### config.mk
export PLATFORM = sky130hd
export DESIGN_NAME = resistor_ladder_keypad_events
export DESIGN_NICKNAME = d
export VERILOG_FILES = /design/src/sv/rlke_pkg.sv /design/src/sv/resistor_ladder_keypad_events.sv /design/src/sv/rlke_front.sv /design/src/sv/rlke_fifo.sv /design/src/sv/rlke_back.sv
export VERILOG_INCLUDE_DIRS = /design/src /design/src/sv
export SDC_FILE = /design/constraint.sdc
export NUM_CORES = 1
export LEC_CHECK = 0
export BUFFER_PORTS_ARGS = -buffer_cell sky130_fd_sc_hd__buf_2
export CORE_ASPECT_RATIO = 0.9
export CORE_UTILIZATION = 42
export CTS_CLUSTER_DIAMETER = 120
export DETAILED_ROUTE_END_ITERATION = 7
export GPL_ROUTABILITY_DRIVEN = 0
export HOLD_SLACK_MARGIN = 0.06
export SETUP_SLACK_MARGIN = 0.02
export SLEW_MARGIN = 20
export SYNTH_ARGS = -nofsm -noshare
export SYNTH_HDL_FRONTEND = slang
export SYNTH_SLANG_ARGS = --single-unit
### constraint.sdc
create_clock -name clk -period 9.6 [get_ports clk]
set_input_delay 1.92 -clock clk [delete_from_list [all_inputs] [get_ports clk]]
set_output_delay 1.92 -clock clk [all_outputs]
set_load 0.02 [all_outputs]
### src/sv/resistor_ladder_keypad_events_assert.svh
// ----------------------------------------------------------------------------
// Keypad event block assertion macros
// Concurrent assertion helpers; compiled out when SYNTH is defined.
// ----------------------------------------------------------------------------
`ifndef RESISTOR_LADDER_KEYPAD_EVENTS_ASSERT_SVH
`define RESISTOR_LADDER_KEYPAD_EVENTS_ASSERT_SVH

`ifndef SYNTH
`define RLKE_ASSERT(lbl, prop) \
	lbl: assert property (@(posedge clk) disable iff (!arst_n) (prop)) \
		else $error("keypad assertion failed");
`define RLKE_ASSERT_IMP(lbl, ante, cons) \
	lbl: assert property (@(posedge clk) disable iff (!arst_n) (ante) |-> (cons)) \
		else $error("keypad assertion failed");
`else
`define RLKE_ASSERT(lbl, prop)
`define RLKE_ASSERT_IMP(lbl, ante, cons)
`endif

`endif

### src/sv/rlke_pkg.sv
// ----------------------------------------------------------------------------
// rlke_pkg
// Shared constants, codes and types of the resistor-ladder keypad block.
// ----------------------------------------------------------------------------
package rlke_pkg;

	localparam int SAMPLE_BITS   = 12;
	localparam int KEY_COUNT     = 5;
	localparam int DEBOUNCE_LEN  = 4;
	localparam int LIMIT_BITS    = 12;
	localparam int LIMITS_BITS   = 60;
	localparam int KEY_IDX_BITS  = 3;
	localparam int CODE_BITS     = 3;
	localparam int EVENT_CODES   = 6;
	localparam int CNT_BITS      = 8;
	localparam int HOLD_BITS     = 9;
	localparam int FIFO_DEPTH    = 4;
	localparam int FIFO_PTR_BITS = 2;
	localparam int CFG_ADDR_BITS = 6;
	localparam int CFG_DATA_BITS = 64;

	localparam logic [SAMPLE_BITS-1:0] FULL_SCALE = '1;
	localparam logic [SAMPLE_BITS-1:0] NOKEY_MAX  = FULL_SCALE - (FULL_SCALE >> 5);
	localparam logic [CNT_BITS-1:0]    REPEAT_SAT = 8'd255;

	localparam logic [CNT_BITS-1:0]  RST_SLOW_REPEAT = 8'd10;
	localparam logic [CNT_BITS-1:0]  RST_SLOW_SKIP   = 8'd10;
	localparam logic [CNT_BITS-1:0]  RST_FAST_SKIP   = 8'd2;
	localparam logic [HOLD_BITS-1:0] RST_HOLD_COUNT  = 9'd256;

	typedef enum logic [CODE_BITS-1:0] {
		EV_PRESS   = 3'd0,
		EV_REPEAT  = 3'd1,
		EV_HELD1   = 3'd2,
		EV_HELD2   = 3'd3,
		EV_HELD3   = 3'd4,
		EV_RELEASE = 3'd5
	} ev_code_t;

	typedef enum logic [2:0] {
		REG_KEY_LOW   = 3'd0,
		REG_KEY_HIGH  = 3'd1,
		REG_SLOW_RPT  = 3'd2,
		REG_SLOW_SKIP = 3'd3,
		REG_FAST_SKIP = 3'd4,
		REG_HOLD1     = 3'd5,
		REG_HOLD2     = 3'd6,
		REG_HOLD3     = 3'd7
	} reg_idx_t;

	// one bit per key and event code; ascending bit order is emission order
	typedef logic [KEY_COUNT-1:0][EVENT_CODES-1:0] ev_mask_t;

	typedef struct packed {
		logic [LIMITS_BITS-1:0] key_low_limits;
		logic [LIMITS_BITS-1:0] key_high_limits;
		logic [CNT_BITS-1:0]    slow_repeat_count;
		logic [CNT_BITS-1:0]    slow_skip;
		logic [CNT_BITS-1:0]    fast_skip;
		logic [HOLD_BITS-1:0]   hold_count_one;
		logic [HOLD_BITS-1:0]   hold_count_two;
		logic [HOLD_BITS-1:0]   hold_count_three;
	} cfg_t;

endpackage

### src/sv/resistor_ladder_keypad_events.sv
// ----------------------------------------------------------------------------
// resistor_ladder_keypad_events
// Resistor-ladder keypad decoder with debounce, auto-repeat and held events.
// ----------------------------------------------------------------------------
// Input channel: one converter sample per request (in_valid, in_stall,
// adc_sample). Output channel: one key event per request (out_valid,
// out_stall, key_index, event_code, last); last marks the final event of a
// sample, and a sample that causes no event produces no request at all.
// Setup goes through the APB port, 64-bit registers at byte address 8*i, to be
// written only while the block is idle; the block leaves that rule to the user.
// The first event of a sample goes through the event queue and the output
// register before it is presented. Throughput: a sample every cycle on the
// input side while the 4-entry event queue has room; the output side delivers
// one event per cycle while out_stall is low, a sample's events in turn.
// Reset clears all key state, loads the register defaults and empties the
// queue. While out_stall is high the presented event holds, the queue fills,
// and in_stall rises once it is full.
// ----------------------------------------------------------------------------
module resistor_ladder_keypad_events (
	input  logic                               clk,
	input  logic                               arst_n,
	input  logic                               psel,
	input  logic                               penable,
	input  logic                               pwrite,
	input  logic [rlke_pkg::CFG_ADDR_BITS-1:0] paddr,
	input  logic [rlke_pkg::CFG_DATA_BITS-1:0] pwdata,
	output logic [rlke_pkg::CFG_DATA_BITS-1:0] prdata,
	output logic                               pready,
	input  logic                               in_valid,
	output logic                               in_stall,
	input  logic [rlke_pkg::SAMPLE_BITS-1:0]   adc_sample,
	output logic                               out_valid,
	input  logic                               out_stall,
	output logic [rlke_pkg::KEY_IDX_BITS-1:0]  key_index,
	output logic [rlke_pkg::CODE_BITS-1:0]     event_code,
	output logic                               last
);

	rlke_pkg::cfg_t     cfg_q;
	rlke_pkg::reg_idx_t reg_idx;
	rlke_pkg::ev_mask_t fr_mask;
	rlke_pkg::ev_mask_t q_head;
	logic               wr_en;
	logic               take;
	logic               fr_push;
	logic               q_full;
	logic               q_empty;
	logic               q_pop;

	assign pready  = 1'b1;
	assign wr_en   = psel && penable && pwrite;
	assign reg_idx = rlke_pkg::reg_idx_t'(paddr[rlke_pkg::CFG_ADDR_BITS-1:3]);

	always_ff @(posedge clk or negedge arst_n) begin
		if (!arst_n) begin
			cfg_q.key_low_limits    <= '0;
			cfg_q.key_high_limits   <= '0;
			cfg_q.slow_repeat_count <= rlke_pkg::RST_SLOW_REPEAT;
			cfg_q.slow_skip         <= rlke_pkg::RST_SLOW_SKIP;
			cfg_q.fast_skip         <= rlke_pkg::RST_FAST_SKIP;
			cfg_q.hold_count_one    <= rlke_pkg::RST_HOLD_COUNT;
			cfg_q.hold_count_two    <= rlke_pkg::RST_HOLD_COUNT;
			cfg_q.hold_count_three  <= rlke_pkg::RST_HOLD_COUNT;
		end else if (wr_en) begin
			case (reg_idx)
				rlke_pkg::REG_KEY_LOW: begin
					cfg_q.key_low_limits <= pwdata[rlke_pkg::LIMITS_BITS-1:0];
				end
				rlke_pkg::REG_KEY_HIGH: begin
					cfg_q.key_high_limits <= pwdata[rlke_pkg::LIMITS_BITS-1:0];
				end
				rlke_pkg::REG_SLOW_RPT: begin
					cfg_q.slow_repeat_count <= pwdata[rlke_pkg::CNT_BITS-1:0];
				end
				rlke_pkg::REG_SLOW_SKIP: begin
					cfg_q.slow_skip <= pwdata[rlke_pkg::CNT_BITS-1:0];
				end
				rlke_pkg::REG_FAST_SKIP: begin
					cfg_q.fast_skip <= pwdata[rlke_pkg::CNT_BITS-1:0];
				end
				rlke_pkg::REG_HOLD1: begin
					cfg_q.hold_count_one <= pwdata[rlke_pkg::HOLD_BITS-1:0];
				end
				rlke_pkg::REG_HOLD2: begin
					cfg_q.hold_count_two <= pwdata[rlke_pkg::HOLD_BITS-1:0];
				end
				rlke_pkg::REG_HOLD3: begin
					cfg_q.hold_count_three <= pwdata[rlke_pkg::HOLD_BITS-1:0];
				end
				default: begin
				end
			endcase
		end
	end

	always_comb begin
		case (reg_idx)
			rlke_pkg::REG_KEY_LOW:   prdata = rlke_pkg::CFG_DATA_BITS'(cfg_q.key_low_limits);
			rlke_pkg::REG_KEY_HIGH:  prdata = rlke_pkg::CFG_DATA_BITS'(cfg_q.key_high_limits);
			rlke_pkg::REG_SLOW_RPT:  prdata = rlke_pkg::CFG_DATA_BITS'(cfg_q.slow_repeat_count);
			rlke_pkg::REG_SLOW_SKIP: prdata = rlke_pkg::CFG_DATA_BITS'(cfg_q.slow_skip);
			rlke_pkg::REG_FAST_SKIP: prdata = rlke_pkg::CFG_DATA_BITS'(cfg_q.fast_skip);
			rlke_pkg::REG_HOLD1:     prdata = rlke_pkg::CFG_DATA_BITS'(cfg_q.hold_count_one);
			rlke_pkg::REG_HOLD2:     prdata = rlke_pkg::CFG_DATA_BITS'(cfg_q.hold_count_two);
			rlke_pkg::REG_HOLD3:     prdata = rlke_pkg::CFG_DATA_BITS'(cfg_q.hold_count_three);
			default:                 prdata = '0;
		endcase
	end

	assign in_stall = q_full;
	assign take     = in_valid && !q_full;

	rlke_front u_front (
		.clk    (clk),
		.arst_n (arst_n),
		.cfg    (cfg_q),
		.take   (take),
		.sample (adc_sample),
		.push   (fr_push),
		.mask   (fr_mask)
	);

	rlke_fifo u_fifo (
		.clk    (clk),
		.arst_n (arst_n),
		.push   (fr_push),
		.wdata  (fr_mask),
		.pop    (q_pop),
		.rdata  (q_head),
		.full   (q_full),
		.empty  (q_empty)
	);

	rlke_back u_back (
		.clk        (clk),
		.arst_n     (arst_n),
		.head       (q_head),
		.empty      (q_empty),
		.pop        (q_pop),
		.out_valid  (out_valid),
		.out_stall  (out_stall),
		.key_index  (key_index),
		.event_code (event_code),
		.last       (last)
	);

endmodule

### src/sv/rlke_front.sv
// ----------------------------------------------------------------------------
// rlke_front
// Classifies each sample, updates per-key debounce and repeat state and
// builds the mask of events the sample causes.
// ----------------------------------------------------------------------------
`include "resistor_ladder_keypad_events_assert.svh"

module rlke_front (
	input  logic                             clk,
	input  logic                             arst_n,
	input  rlke_pkg::cfg_t                   cfg,
	input  logic                             take,
	input  logic [rlke_pkg::SAMPLE_BITS-1:0] sample,
	output logic                             push,
	output rlke_pkg::ev_mask_t               mask
);

	logic [rlke_pkg::DEBOUNCE_LEN-1:0] hist_q [rlke_pkg::KEY_COUNT];
	logic [rlke_pkg::DEBOUNCE_LEN-1:0] hist_d [rlke_pkg::KEY_COUNT];
	logic [rlke_pkg::DEBOUNCE_LEN:0]   hist_ext [rlke_pkg::KEY_COUNT];
	logic [rlke_pkg::CNT_BITS-1:0]     skip_q [rlke_pkg::KEY_COUNT];
	logic [rlke_pkg::CNT_BITS-1:0]     skip_d [rlke_pkg::KEY_COUNT];
	logic [rlke_pkg::CNT_BITS-1:0]     skip_inc [rlke_pkg::KEY_COUNT];
	logic [rlke_pkg::CNT_BITS-1:0]     lim [rlke_pkg::KEY_COUNT];
	logic [rlke_pkg::CNT_BITS-1:0]     rep_q [rlke_pkg::KEY_COUNT];
	logic [rlke_pkg::CNT_BITS-1:0]     rep_d [rlke_pkg::KEY_COUNT];
	logic [rlke_pkg::HOLD_BITS-1:0]    rep_ext [rlke_pkg::KEY_COUNT];
	logic [rlke_pkg::KEY_COUNT-1:0]    held_q;
	logic [rlke_pkg::KEY_COUNT-1:0]    held_d;
	logic [rlke_pkg::KEY_COUNT-1:0]    in_win;
	logic [rlke_pkg::KEY_COUNT-1:0]    key_bit;
	logic [rlke_pkg::KEY_COUNT-1:0]    act;
	logic [rlke_pkg::KEY_IDX_BITS-1:0] recog;
	logic                              have_key;

	always_comb begin
		have_key = 1'b0;
		recog    = '0;
		for (int k = 0; k < rlke_pkg::KEY_COUNT; k++) begin
			in_win[k] = (sample >= cfg.key_low_limits[k*rlke_pkg::LIMIT_BITS +: rlke_pkg::LIMIT_BITS])
				&& (sample < cfg.key_high_limits[k*rlke_pkg::LIMIT_BITS +: rlke_pkg::LIMIT_BITS]);
			if (sample <= rlke_pkg::NOKEY_MAX && in_win[k]) begin
				have_key = 1'b1;
				recog    = rlke_pkg::KEY_IDX_BITS'(k);
			end
		end
		for (int k = 0; k < rlke_pkg::KEY_COUNT; k++) begin
			key_bit[k] = have_key && (recog == rlke_pkg::KEY_IDX_BITS'(k));
		end
	end

	always_comb begin
		mask = '0;
		for (int k = 0; k < rlke_pkg::KEY_COUNT; k++) begin
			hist_ext[k] = {hist_q[k], key_bit[k]};
			hist_d[k]   = hist_ext[k][rlke_pkg::DEBOUNCE_LEN-1:0];
			act[k]      = &hist_d[k];
			held_d[k]   = held_q[k];
			skip_d[k]   = skip_q[k];
			rep_d[k]    = rep_q[k];
			rep_ext[k]  = {1'b0, rep_q[k]};
			skip_inc[k] = skip_q[k] + 8'd1;
			lim[k]      = (rep_q[k] < cfg.slow_repeat_count) ? cfg.slow_skip : cfg.fast_skip;
			if (act[k]) begin
				if (!held_q[k]) begin
					held_d[k] = 1'b1;
					skip_d[k] = '0;
					rep_d[k]  = '0;
					mask[k][rlke_pkg::EV_PRESS] = 1'b1;
				end else if (skip_inc[k] > lim[k]) begin
					mask[k][rlke_pkg::EV_REPEAT] = 1'b1;
					mask[k][rlke_pkg::EV_HELD1]  = (cfg.hold_count_one == rep_ext[k]);
					mask[k][rlke_pkg::EV_HELD2]  = (cfg.hold_count_two == rep_ext[k]);
					mask[k][rlke_pkg::EV_HELD3]  = (cfg.hold_count_three == rep_ext[k]);
					skip_d[k] = '0;
					if (rep_q[k] != rlke_pkg::REPEAT_SAT) begin
						rep_d[k] = rep_q[k] + 8'd1;
					end
				end else begin
					skip_d[k] = skip_inc[k];
				end
			end else if (hist_d[k] == '0 && held_q[k]) begin
				held_d[k] = 1'b0;
				mask[k][rlke_pkg::EV_RELEASE] = 1'b1;
			end
		end
	end

	assign push = take && (|mask);

	always_ff @(posedge clk or negedge arst_n) begin
		if (!arst_n) begin
			held_q <= '0;
			for (int k = 0; k < rlke_pkg::KEY_COUNT; k++) begin
				hist_q[k] <= '0;
				skip_q[k] <= '0;
				rep_q[k]  <= '0;
			end
		end else if (take) begin
			held_q <= held_d;
			for (int k = 0; k < rlke_pkg::KEY_COUNT; k++) begin
				hist_q[k] <= hist_d[k];
				skip_q[k] <= skip_d[k];
				rep_q[k]  <= rep_d[k];
			end
		end
	end

	// only the recognized key can reach a full history
	`RLKE_ASSERT(a_one_active, $onehot0(act))
	`RLKE_ASSERT_IMP(a_press_only_unheld, take && (|act) && !(|(act & held_q)), |mask)

endmodule

### src/sv/rlke_fifo.sv
// ----------------------------------------------------------------------------
// rlke_fifo
// Short queue of event masks between the classifier and the serializer.
// ----------------------------------------------------------------------------
`include "resistor_ladder_keypad_events_assert.svh"

module rlke_fifo (
	input  logic               clk,
	input  logic               arst_n,
	input  logic               push,
	input  rlke_pkg::ev_mask_t wdata,
	input  logic               pop,
	output rlke_pkg::ev_mask_t rdata,
	output logic               full,
	output logic               empty
);

	rlke_pkg::ev_mask_t                 mem_q [rlke_pkg::FIFO_DEPTH];
	logic [rlke_pkg::FIFO_PTR_BITS-1:0] wr_ptr_q;
	logic [rlke_pkg::FIFO_PTR_BITS-1:0] rd_ptr_q;
	logic [rlke_pkg::FIFO_PTR_BITS:0]   count_q;

	assign full  = (count_q == (rlke_pkg::FIFO_PTR_BITS+1)'(rlke_pkg::FIFO_DEPTH));
	assign empty = (count_q == '0);
	assign rdata = mem_q[rd_ptr_q];

	always_ff @(posedge clk) begin
		if (push) begin
			mem_q[wr_ptr_q] <= wdata;
		end
	end

	always_ff @(posedge clk or negedge arst_n) begin
		if (!arst_n) begin
			wr_ptr_q <= '0;
			rd_ptr_q <= '0;
			count_q  <= '0;
		end else begin
			if (push) begin
				wr_ptr_q <= wr_ptr_q + 1'b1;
			end
			if (pop) begin
				rd_ptr_q <= rd_ptr_q + 1'b1;
			end
			if (push && !pop) begin
				count_q <= count_q + 1'b1;
			end else if (pop && !push) begin
				count_q <= count_q - 1'b1;
			end
		end
	end

	`RLKE_ASSERT_IMP(a_no_overflow, push, !full)
	`RLKE_ASSERT_IMP(a_no_underflow, pop, !empty)

endmodule

### src/sv/rlke_back.sv
// ----------------------------------------------------------------------------
// rlke_back
// Serializes event masks into one event per cycle while out_stall is low, in key and code order.
// ----------------------------------------------------------------------------
`include "resistor_ladder_keypad_events_assert.svh"

module rlke_back (
	input  logic                              clk,
	input  logic                              arst_n,
	input  rlke_pkg::ev_mask_t                head,
	input  logic                              empty,
	output logic                              pop,
	output logic                              out_valid,
	input  logic                              out_stall,
	output logic [rlke_pkg::KEY_IDX_BITS-1:0] key_index,
	output logic [rlke_pkg::CODE_BITS-1:0]    event_code,
	output logic                              last
);

	rlke_pkg::ev_mask_t                work_q;
	rlke_pkg::ev_mask_t                src;
	rlke_pkg::ev_mask_t                rem;
	logic [rlke_pkg::KEY_IDX_BITS-1:0] sel_k;
	logic [rlke_pkg::CODE_BITS-1:0]    sel_c;
	logic                              load;
	logic                              have;
	logic                              work_busy;
	logic                              out_valid_q;
	logic [rlke_pkg::KEY_IDX_BITS-1:0] key_q;
	logic [rlke_pkg::CODE_BITS-1:0]    code_q;
	logic                              last_q;

	assign load      = !out_valid_q || !out_stall;
	assign work_busy = |work_q;
	assign src       = work_busy ? work_q : (empty ? '0 : head);
	assign have      = |src;
	assign pop       = load && !work_busy && !empty;

	always_comb begin
		sel_k = '0;
		sel_c = '0;
		for (int k = rlke_pkg::KEY_COUNT - 1; k >= 0; k--) begin
			if (|src[k]) begin
				sel_k = rlke_pkg::KEY_IDX_BITS'(k);
			end
		end
		for (int c = rlke_pkg::EVENT_CODES - 1; c >= 0; c--) begin
			if (src[sel_k][c]) begin
				sel_c = rlke_pkg::CODE_BITS'(c);
			end
		end
		rem = src;
		rem[sel_k][sel_c] = 1'b0;
	end

	always_ff @(posedge clk or negedge arst_n) begin
		if (!arst_n) begin
			out_valid_q <= 1'b0;
			work_q      <= '0;
		end else if (load) begin
			out_valid_q <= have;
			work_q      <= rem;
		end
	end

	always_ff @(posedge clk) begin
		if (load && have) begin
			key_q  <= sel_k;
			code_q <= sel_c;
			last_q <= ~|rem;
		end
	end

	assign out_valid  = out_valid_q;
	assign key_index  = key_q;
	assign event_code = code_q;
	assign last       = last_q;

	`RLKE_ASSERT_IMP(a_no_pop_while_busy, work_busy, !pop)

endmodule

==> results of run 1 <==
Yosys cell counts (all sizes together), types with 73 or more instances:
cell type / instances
xnor2: 75
edfxtp: 127
xor2: 105
clkbuf: 124
o21ai: 236
nand2: 295
dfrtp: 301
ha: 205
nand3: 73
inv: 159
mux2i: 93
nor2: 172
a21oi: 101
per-stage QoR:
| stage | std cells | instance area [sq um] | setup slack (ns) | hold slack [ns] | utilization (%) |
|---|---|---|---|---|---|
| floorplan | 2686 | 26700 | 3.55 | 0.459 | - |
| global placement | 3554 | 28100 | 2.27 | 0.471 | 44.8 |
| detailed placement | 3554 | 28100 | 2.24 | 0.494 | 44.8 |
| CTS | 3645 | 29800 | 2.46 | 0.507 | 47.5 |
| global route | 3648 | 29800 | 1.92 | 0.524 | 47.6 |
| finish | 3651 | 29800 | 2.37 | 0.500 | 47.6 |
power by group through the flow:
stage          Sequential, mW  Clock (mW)  Combinational (mW)
3_5_place_dp             2.48           0                1.87
3_3_place_gp             2.47           0                1.82
5_1_grt                  2.49        2.09                2.10
4_1_cts                  2.45        2.02                1.88
2_1_floorplan            2.34           0                1.36
6_report                 2.46        1.98                1.91
critical path: cells and delay by family (launching register included):
family	cells	cell delay, ns
AO/OA/AOI/OAI	12	3.39
AND/OR/NAND/NOR	7	1.04
adder cells (fa/ha/maj)	4	1.36
flip-flops	1	0.51
buffers and inverters	2	0.23
multiplexers	2	0.55
routing by layer:
layer	part of all wire (%)	wire, um	vias to the layer above
met5	0.080	62	-
met4	3.1	2430	10
met3	7.4	5700	164
met2	47	36100	771
met1	43	33300	10317
li1	-	-	9697
flip-flops by register name, indices dropped and copies added, names as in the netlist:
name,cells
u_front.rep_ext,40
u_front.hist_d,15
u_back.last,1
u_back.out_valid,1
u_back.event_code,3
u_fifo.count_q,3
u_fifo.rd_ptr_q,2
u_front.skip_q,40
u_back.work_q,30
u_back.key_index,3
u_fifo.wr_ptr_q,2
u_front.held_q,5
u_fifo.mem_q,120
cfg_q,171
cells by family (layout without fill, tap and decap cells):
group	Yosys count	count (layout)
compound gates	532	532
xor+xnor	180	180
fa+ha+maj	206	206
buf+inv	313	427
flops	436	436
mux	200	200
other cells	2	11
simple gates	814	814
layout make-up:
cell class              instances  area, sq um
inverters                     159          597
repair buffers                177          986
well taps                     845         1060
clock buffers                  64         1350
diodes                          6         15.0
multi-input cells            1937        13900
flip-flops and latches        436        11600
fillers                      5845        32900
clock inverters                27          335
how the worst min path moves through the flow:
stage                     slack (ns)            endpoint
after floorplan                 0.46  u_front.skip_q[23]
after global placement          0.47  u_front.skip_q[23]
after detailed placement        0.49  u_front.skip_q[31]
after CTS                       0.51  u_front.skip_q[31]
after global routing            0.52   u_front.skip_q[7]
final                           0.50   u_front.skip_q[7]
==> results.toml, run 1 <==
[timing]
slew_headroom_pct = 20.9
hold_violations = 0
skew_ns = 0.0298
finalCritPeriodShare_pct = 75.3
setup_viol = 0
finalMaxSlewViolations = 0
tightest_slew_ns = 1.19
fin_tns_setup_ns = 0
rsz0062_at_grt = "no"
max_freq_ghz = 0.138
fin_crit_ns = 7.23

[pwr]
p_int_mw = 4.06
p_leak_nw = 13.8
p_seq_share_pct = 38.8
power.share.clock_pct = 31.1
sw_frac_of_total_pct = 36.0
powerDensity_mw_per_mm2 = 213
p_comb_share_pct = 30.1
power_mw = 6.35
p_sw_mw = 2.29
peakVddDrop_mv = 0.172

[grt]
grt_use_met1_pct = 32.2
grt_max_degree = 161
met2_usage_pct = 39.6
antenna_found_initial = 12
grt_pass1_vias = 20719
grt_pass1_wl_um = 121000
met3_usage_pct = 4.72
gr-usage-all-layers_pct = 24.2
busiest_layer = "met2"
grt-ovfl-total = 0

[logic_synthesis]
synthMuxAreaShare_pct = 9.49
ys_warn_count = 0
synth_edf_count = 127
synth.top_cell.area_share_pct = 28.3
synth_cells = 2683
syn_area_sq_mm = 0.0266
yosys.area_share.simple_pct = 14.9
synth.ff_latch_count = 436
avgSynthCellArea_sq_um = 9.93
synth-compound-area-share_pct = 12.1
synth_adder_area_share_pct = 9.70
async_flop_share_pct = 70.9
synth_top_family_by_area = "simple AND/OR/NAND/NOR gates"
yosys.area.top_type = "dfrtp_1"
ys_seq_area_share_pct = 43.4
synth_area_leaders = "dfrtp_1, edfxtp_1, ha_1"
ys.flop_type = "dfrtp_1"
ys_types = 87
synth_xor_area_share_pct = 5.92

[worst_hold_path]
min_path_cells = 2
min_from = "u_front.skip_q[7]"
hp-class = "flop to flop"

[critical_path]
worstSetupEndpoint = "u_fifo.count_q[1]"
r2r_cells = 27
cpMostUsedCell = "a21oi_1"
slowest_delay_ns = 0.91
endpoint_kind = "flop"
cp-start-kind = "flop"
worstPathRequired_ns = 10.06
timing.rr.end = "u_fifo.count_q[1]"
cp_max_fo = 8
rrSetupSlack_ns = 2.37
cp_slowest_cell = "a21oi_1"
worstSetupPathType = "flop to flop"
critPathLaunch = "cfg_q[44]"
worst_r2r_startpoint = "cfg_q[44]"
cp.arrival_ns = 7.70

[clock_tree]
numCtsBuffers = 49
cts_tree = "built"
cts_max_level = 2
cts.path.max_buffers = 3
cts.sink_count = 436
ctsHoldBuffers = 0
clockRootBuffer = "clkbuf_16"
clk-insertion-delay-late_ns = 0.61
post_cts_buffers = 0
cts-resized-gates = 0
cts.clk_slew.worst_paths_ns = 0.06

[cells_and_area]
mostFrequentLayoutCells = "dfrtp_1, nand2_1, o21ai_0"
drive_gt1_share_pct = 14.6
final_common_cell = "dfrtp_1"
area_growth_pct = 11.9
final_net_count = 3055

[routing]
dr.first_iter.drc_count = 1699
drt-pass1-iter-count = 6
post_drt_via_cell_ratio = 5.74
post-route-drc-count = 0
drt-total-wl_um = 77500
ant_nets = 0
vias = 20959
wire_per_inst_um = 21.2

[outcome]
status = "complete, no violations"

[flow_run]
cap_violations = 0

[placement]
hpwl_um = 55000
io_buffers = 150

[floorplanning]
initial_core_util_pct = 42.5
die_h_um = 241
core_sq_mm = 0.0627
die_w_um = 268
dieArea_sq_mm = 0.0645
top_level_ports = 163
rows = 87
(Power assumes the default switching activity.)
==> run 2, diff against run 1 <==
--- a/config.mk
+++ b/config.mk
@@ -6,6 +6,7 @@
 export SDC_FILE = /design/constraint.sdc
 export NUM_CORES = 1
 export LEC_CHECK = 0
+export ABC_AREA = 1
 export BUFFER_PORTS_ARGS = -buffer_cell sky130_fd_sc_hd__buf_2
 export CORE_ASPECT_RATIO = 0.9
 export CORE_UTILIZATION = 42
==> constraint.sdc (replaced) <==
create_clock -name clk -period 6.9 [get_ports clk]
set_input_delay 1.38 -clock clk [delete_from_list [all_inputs] [get_ports clk]]
set_output_delay 1.38 -clock clk [all_outputs]
set_load 0.02 [all_outputs]
==> run 2 against run 1 <==
Against the previous run:
- core utilization rose by 0.15 points
- cell count grew 15%
- die area decreased by 1.3%
- clock-buffer cell count rose by 6
- clock skew shrank 0.018 ns
- setup slack lost 1.5 ns
- final area is 1.5% lower
- wire length rose by 2.3%
- via count is 8.4% higher
- total power rose by 58%
- largest power group is now combinational cells
- critical endpoint is now u_fifo.mem_q[0][24]
- critical path depth is 3 lower
- sequential share of layout area up 0.60 points
==> results.toml, run 2 <==
[outcome]
status = "complete, no violations"

[cells_and_area]
final_common_cell = "nand2_1"
largestRegisters = "cfg_q (171), u_fifo.mem_q (120)"
multi_input_area_sq_mm = 0.0126
diodes = 0
n_fill_cell = 6124
largest-register = "cfg_q"
layout.area.seq_sq_mm = 0.0116
fin_cells = 4186
mostFrequentLayoutCells = "nand2_1, inv_1, dfrtp_1"
area_growth_pct = 11.7
final_net_count = 3604
largest_register_ffs = 171
final_util_pct = 47.7
finalInstanceArea_sq_mm = 0.0294
drive_gt1_share_pct = 9.16

[worst_hold_path]
hp-class = "flop to flop"

[logic_synthesis]
synthTopCellsByCount = "nand2_1, inv_1, dfrtp_1"
ys.flop_type = "dfrtp_1"
ys_types = 59
synth_area_leaders = "dfrtp_1, edfxtp_1, ha_1"
synth.top_cell.area_share_pct = 28.6
ys_warn_count = 0
yosys.area.top_type = "dfrtp_1"
synth_cells = 3206
synth_most_common_cell = "nand2_1"
synth.ff_latch_count = 436
avgSynthCellArea_sq_um = 8.21
async_flop_share_pct = 70.9
ys_seq_area_share_pct = 43.9
syn_area_sq_mm = 0.0263
synth_edf_count = 127

[routing]
post-route-drc-count = 0
dr.first_iter.drc_count = 1990
vias = 22712
wire_per_inst_um = 19.0
post_drt_via_cell_ratio = 5.43
ant_nets = 0
drt-pass1-iter-count = 7
drt-total-wl_um = 79400

[floorplanning]
initial_core_util_pct = 42.7
core_sq_mm = 0.0615
top_level_ports = 163
dieArea_sq_mm = 0.0637
rows = 86
die_w_um = 266
die_h_um = 239

[clock_tree]
ctsHoldBuffers = 0
cts.sink_count = 436
numCtsBuffers = 49
clk-insertion-delay-late_ns = 0.60
cts.clk_slew.worst_paths_ns = 0.06
cts_max_level = 2
cts-resized-gates = 0
cts_tree = "built"
post_cts_buffers = 0
clockRootBuffer = "clkbuf_16"
cts.path.max_buffers = 3

[grt]
antenna_found_initial = 4
grt-ovfl-total = 0
grt_pass1_vias = 21243
grt_pass1_wl_um = 123000
grt_max_degree = 121
gr-usage-all-layers_pct = 25.0

[critical_path]
slowest_delay_ns = 0.78
critPathTopFamily = "simple AND/OR/NAND/NOR gates"
worstSetupPathType = "flop to flop"
worstPathRequired_ns = 7.18
crit_buf_inv = 3
path_cells = "inv_1 > ha_1 > a21boi_0 > o211ai_1 > nand2_1 > nand3_1 > nand2_1 > a21oi_1 > o21bai_1 > o21ai_0 > ha_1 > nand2_1 > nor2_1 > nand2_1 > o211ai_1 > o21ai_0 > inv_1 > nand3_1 > nand3_1 > nor2_1 > nand2_1 > nand2_1 > nor2_2 > buf_4"
cpMostUsedCell = "nand2_1"
cp-start-kind = "flop"
endpoint_kind = "flop"
cp_slowest_cell = "nor2_2"
cp_max_fo = 16
cp.arrival_ns = 6.29

[placement]
placed_area_sq_mm = 0.0278
hpwl_um = 57000
dp_cells = 4094
dp_slack_ns = 0.757
io_buffers = 150

[pwr]
peakVddDrop_mv = 0.239
powerDensity_mw_per_mm2 = 342
p_leak_nw = 13.9

[timing]
fin_tns_setup_ns = 0
finalCritPeriodShare_pct = 87.1
max_freq_ghz = 0.166
setup_viol = 0
finalMaxSlewViolations = 0
skew_ns = 0.0118
fin_crit_ns = 6.01
finalWorstSetupSlack_ns = 0.889
hold_violations = 0
slew_headroom_pct = 30.7
tightest_slew_ns = 1.04
rsz0062_at_grt = "no"

[flow_run]
cap_violations = 0
==> run 2: tightest hold or removal path: stages (launching register included) <==
cell     delay (ns)
dfrtp_1        0.34
nand2_1        0.05
o21ai_0        0.06
==> run 2: area by class of cell <==
class | instances | share of cell area, %
multi-input combinational | 2224 | 42.9
sequential | 436 | 39.3
inverter | 424 | 5.43
clock buffer | 70 | 4.71
tap | 836 | 3.56
timing repair buffer | 174 | 3.26
clock inverter | 22 | 0.767
==> run 2: per-layer routing <==
layer  GRT usage, %  up-vias  wire, um
li1               -    11044         -
met3           4.69      183      6170
met1           34.5    10573     35100
met4           9.67        6      3020
met5              0        -        40
met2           38.8      906     35000
==> run 2: worst paths after layout <==
kind | to | slack (ns) | cells past startpoint | from
hold / removal | u_front.hist_d[7] | 0.48 | 2 | u_front.hist_d[6]
min in group asynchronous | cfg_q[54] | 0.80 | 1 | arst_n
max in group asynchronous | cfg_q[74] | 4.83 | 2 | arst_n
setup / recovery | u_fifo.mem_q[0][24] | 0.89 | 24 | cfg_q[44]
setup reg to reg | u_fifo.mem_q[0][24] | 0.89 | 24 | cfg_q[44]
hold reg to reg | u_front.hist_d[7] | 0.48 | 2 | u_front.hist_d[6]
==> run 2: through the flow <==
| step | hold WS, ns | power [mW] |
|---|---|---|
| floorplan | 0.453 | 6.28 |
| finish | 0.483 | 10.0 |
| CTS | 0.486 | 10.1 |
| global route | 0.519 | 10.7 |
| detailed placement | 0.468 | 7.37 |
| global placement | 0.460 | 7.31 |
==> run 2: cell families (layout without fill, tap and decap cells) <==
family | after synthesis | in the layout | synth area share [%]
AOI/OAI and AO/OA | 741 | 741 | 16.2
xor gates and xnor gates | 72 | 72 | 2.40
adders and majority gates | 206 | 206 | 9.82
buffers and inverters | 549 | 690 | 8.34
DFF | 436 | 436 | 43.9
muxes | 3 | 3 | 0.128
other | 2 | 5 | 0.0285
and+or+nand+nor | 1197 | 1197 | 19.1
==> run 2: report_power, final <==
part | switching [mW] | internal (mW)
Clock | 1.10 | 1.55
Sequential | 0.352 | 3.08
Combinational | 2.74 | 1.21
Total | 4.20 | 5.84
==> run 3, diff against run 2 <==
--- a/config.mk
+++ b/config.mk
@@ -18,4 +18,5 @@
 export SLEW_MARGIN = 20
 export SYNTH_ARGS = -nofsm -noshare
 export SYNTH_HDL_FRONTEND = slang
+export SYNTH_HIERARCHICAL = 1
 export SYNTH_SLANG_ARGS = --single-unit
==> run 3 against run 2 <==
Against the previous run:
- sequential share of layout area fell by 2.5 points
- global-route usage shrank 1.2 points
- wire length up 2.3%
- critical path type unchanged
- critical endpoint is now u_fifo/count_q[2]
==> results.toml, run 3 <==
[routing]
post_drt_via_cell_ratio = 5.25
vias = 24274
dr.first_iter.drc_count = 2012
drt-pass1-iter-count = 6
wire_per_inst_um = 17.6
ant_nets = 0
drt-total-wl_um = 81200
post-route-drc-count = 0

[logic_synthesis]
ys_seq_area_share_pct = 40.8
ys_warn_count = 6
synth_area_leaders = "dfrtp_1, edfxtp_1, nand2_1"
synth_edf_count = 127
synth_cells = 3632
synthMuxAreaShare_pct = 0
synth_most_common_cell = "nand2_1"
yosys.area.top_type = "dfrtp_1"
synth_xor_area_share_pct = 2.29
ys.flop_type = "dfrtp_1"
yosys.area_share.simple_pct = 24.4
ys_types = 57
async_flop_share_pct = 70.9
synth.top_cell.area_share_pct = 26.6
synth_adder_area_share_pct = 9.12
synthTopCellsByCount = "nand2_1, inv_1, dfrtp_1"
synth_top_family_by_area = "simple AND/OR/NAND/NOR gates"
synth-compound-area-share_pct = 12.8
avgSynthCellArea_sq_um = 7.81
syn_area_sq_mm = 0.0284
synth.ff_latch_count = 436

[timing]
tightest_slew_ns = 1.11
finalCritPeriodShare_pct = 82.7
setup_viol = 0
hold_violations = 0
slew_headroom_pct = 26.0
max_freq_ghz = 0.175
skew_ns = 0.0269
finalMaxSlewViolations = 0
rsz0062_at_grt = "no"
fin_crit_ns = 5.70
fin_tns_setup_ns = 0

[floorplanning]
top_level_ports = 163
rows = 89
dieArea_sq_mm = 0.0686
die_w_um = 276
core_sq_mm = 0.0661
initial_core_util_pct = 42.9
die_h_um = 249

[cells_and_area]
area_growth_pct = 10.6
multi_input_area_sq_mm = 0.0138
drive_gt1_share_pct = 10.3
final_net_count = 4008
diodes = 0
layout.area.seq_sq_mm = 0.0116
mostFrequentLayoutCells = "nand2_1, inv_1, o21ai_0, dfrtp_1, nor2_1"
largest_register_ffs = 171
largest-register = "cfg_q"
largestRegisters = "cfg_q (171), u_fifo/mem_q (120)"
fin_cells = 4620
final_common_cell = "nand2_1"
n_fill_cell = 6613

[clock_tree]
numCtsBuffers = 51
clk-insertion-delay-late_ns = 0.63
cts.clk_slew.worst_paths_ns = 0.06
post_cts_buffers = 0
cts.sink_count = 436
cts.path.max_buffers = 3
cts_tree = "built"
clockRootBuffer = "clkbuf_16"
cts-resized-gates = 0
ctsHoldBuffers = 0
cts_max_level = 2

[placement]
dp_cells = 4523
io_buffers = 150
hpwl_um = 57700

[critical_path]
endpoint_kind = "flop"
cp_slowest_cell = "o21bai_1"
cp_max_fo = 16
slowest_delay_ns = 0.85
cp.arrival_ns = 6.22
worstPathRequired_ns = 7.42
cp-start-kind = "flop"
worstSetupPathType = "flop to flop"
cpMostUsedCell = "nand2_1"

[grt]
grt-ovfl-total = 0
grt_pass1_vias = 22963
antenna_found_initial = 4
gr-usage-all-layers_pct = 23.8
grt_max_degree = 126
grt_pass1_wl_um = 129000

[flow_run]
cap_violations = 0

[pwr]
p_leak_nw = 15.4
peakVddDrop_mv = 0.288
power_mw = 10.5
powerDensity_mw_per_mm2 = 334

[outcome]
status = "complete, no violations"

[worst_hold_path]
hp-class = "flop to flop"
-- run 3: changes by cell type in the layout (fill, tap and decap cells not counted), moves of 11 or more --
cell,change
nand3_1,+52
nand4_1,+53
a21oi_1,-44
nor2_1,-19
nand3b_1,+16
o211ai_1,+42
nand2_1,+240
o211ai_2,+11
inv_2,+23
inv_1,+114
o22ai_1,-70
-- run 3: area by class of cell --
cell class                 count  share of cell area [%]
multi-input combinational   2483                    44.0
sequential                   436                    36.9
inverter                     565                    6.76
clock buffer                  69                    4.48
tap                          864                    3.45
timing repair buffer         176                    3.21
clock inverter                27                    1.18
-- run 3: routing by layer --
layer / GRT usage [%] / up-vias / part of all wire, %
met2: 37.8 / 726 / 45
met4: 7.63 / 6 / 3.0
li1: - / 12096 / -
met3: 3.78 / 160 / 6.2
met5: 0 / - / 0.041
met1: 32.8 / 11286 / 45
-- run 3: cell families (layout without fill, tap and decap cells) --
| kind of cell | Yosys count | count (layout) |
|---|---|---|
| DFF | 436 | 436 |
| adders and majority gates | 206 | 206 |
| xor gates and xnor gates | 74 | 74 |
| buffers and inverters | 716 | 837 |
| and+or+nand+nor | 1567 | 1567 |
| other | 2 | 5 |
| AOI/OAI and AO/OA | 631 | 631 |
-- run 3: per-stage QoR --
step                hold slack [ns]  cell area, sq um  utilization [%]  setup slack (ns)
global route                  0.517             31400             47.4             0.633
finish                        0.489             31400             47.4              1.20
global placement              0.470             29600             44.7              1.39
detailed placement            0.483             29600             44.7              1.31
CTS                           0.488             31300             47.4              1.30
floorplan                     0.453             28400                -              2.24
-- run 3: final timing paths --
path | to | depth (start not counted) | slack (ns) | from
max | u_fifo/count_q[2] | 31 | 1.20 | cfg_q[44]
max reg2reg | u_fifo/count_q[2] | 31 | 1.20 | cfg_q[44]
min reg2reg | u_back/work_q[23] | 2 | 0.49 | u_back/work_q[23]
min in group asynchronous | cfg_q[160] | 1 | 0.70 | arst_n
min | u_back/work_q[23] | 2 | 0.49 | u_back/work_q[23]
max in group asynchronous | cfg_q[123] | 2 | 4.90 | arst_n
-- run 3: critical path, delay by kind of cell (launching register included) --
kind | cells | cell delay (ns)
AOI/OAI and AO/OA | 8 | 1.94
buffers and inverters | 6 | 0.69
and+or+nand+nor | 13 | 1.18
adders and majority gates | 4 | 1.25
DFF | 1 | 0.54
-- run 3: power breakdown --
part | internal, mW | switching, mW | total, mW
Combinational | 1.27 | 2.83 | 4.11
Sequential | 3.08 | 0.439 | 3.52
Clock | 1.67 | 1.18 | 2.85
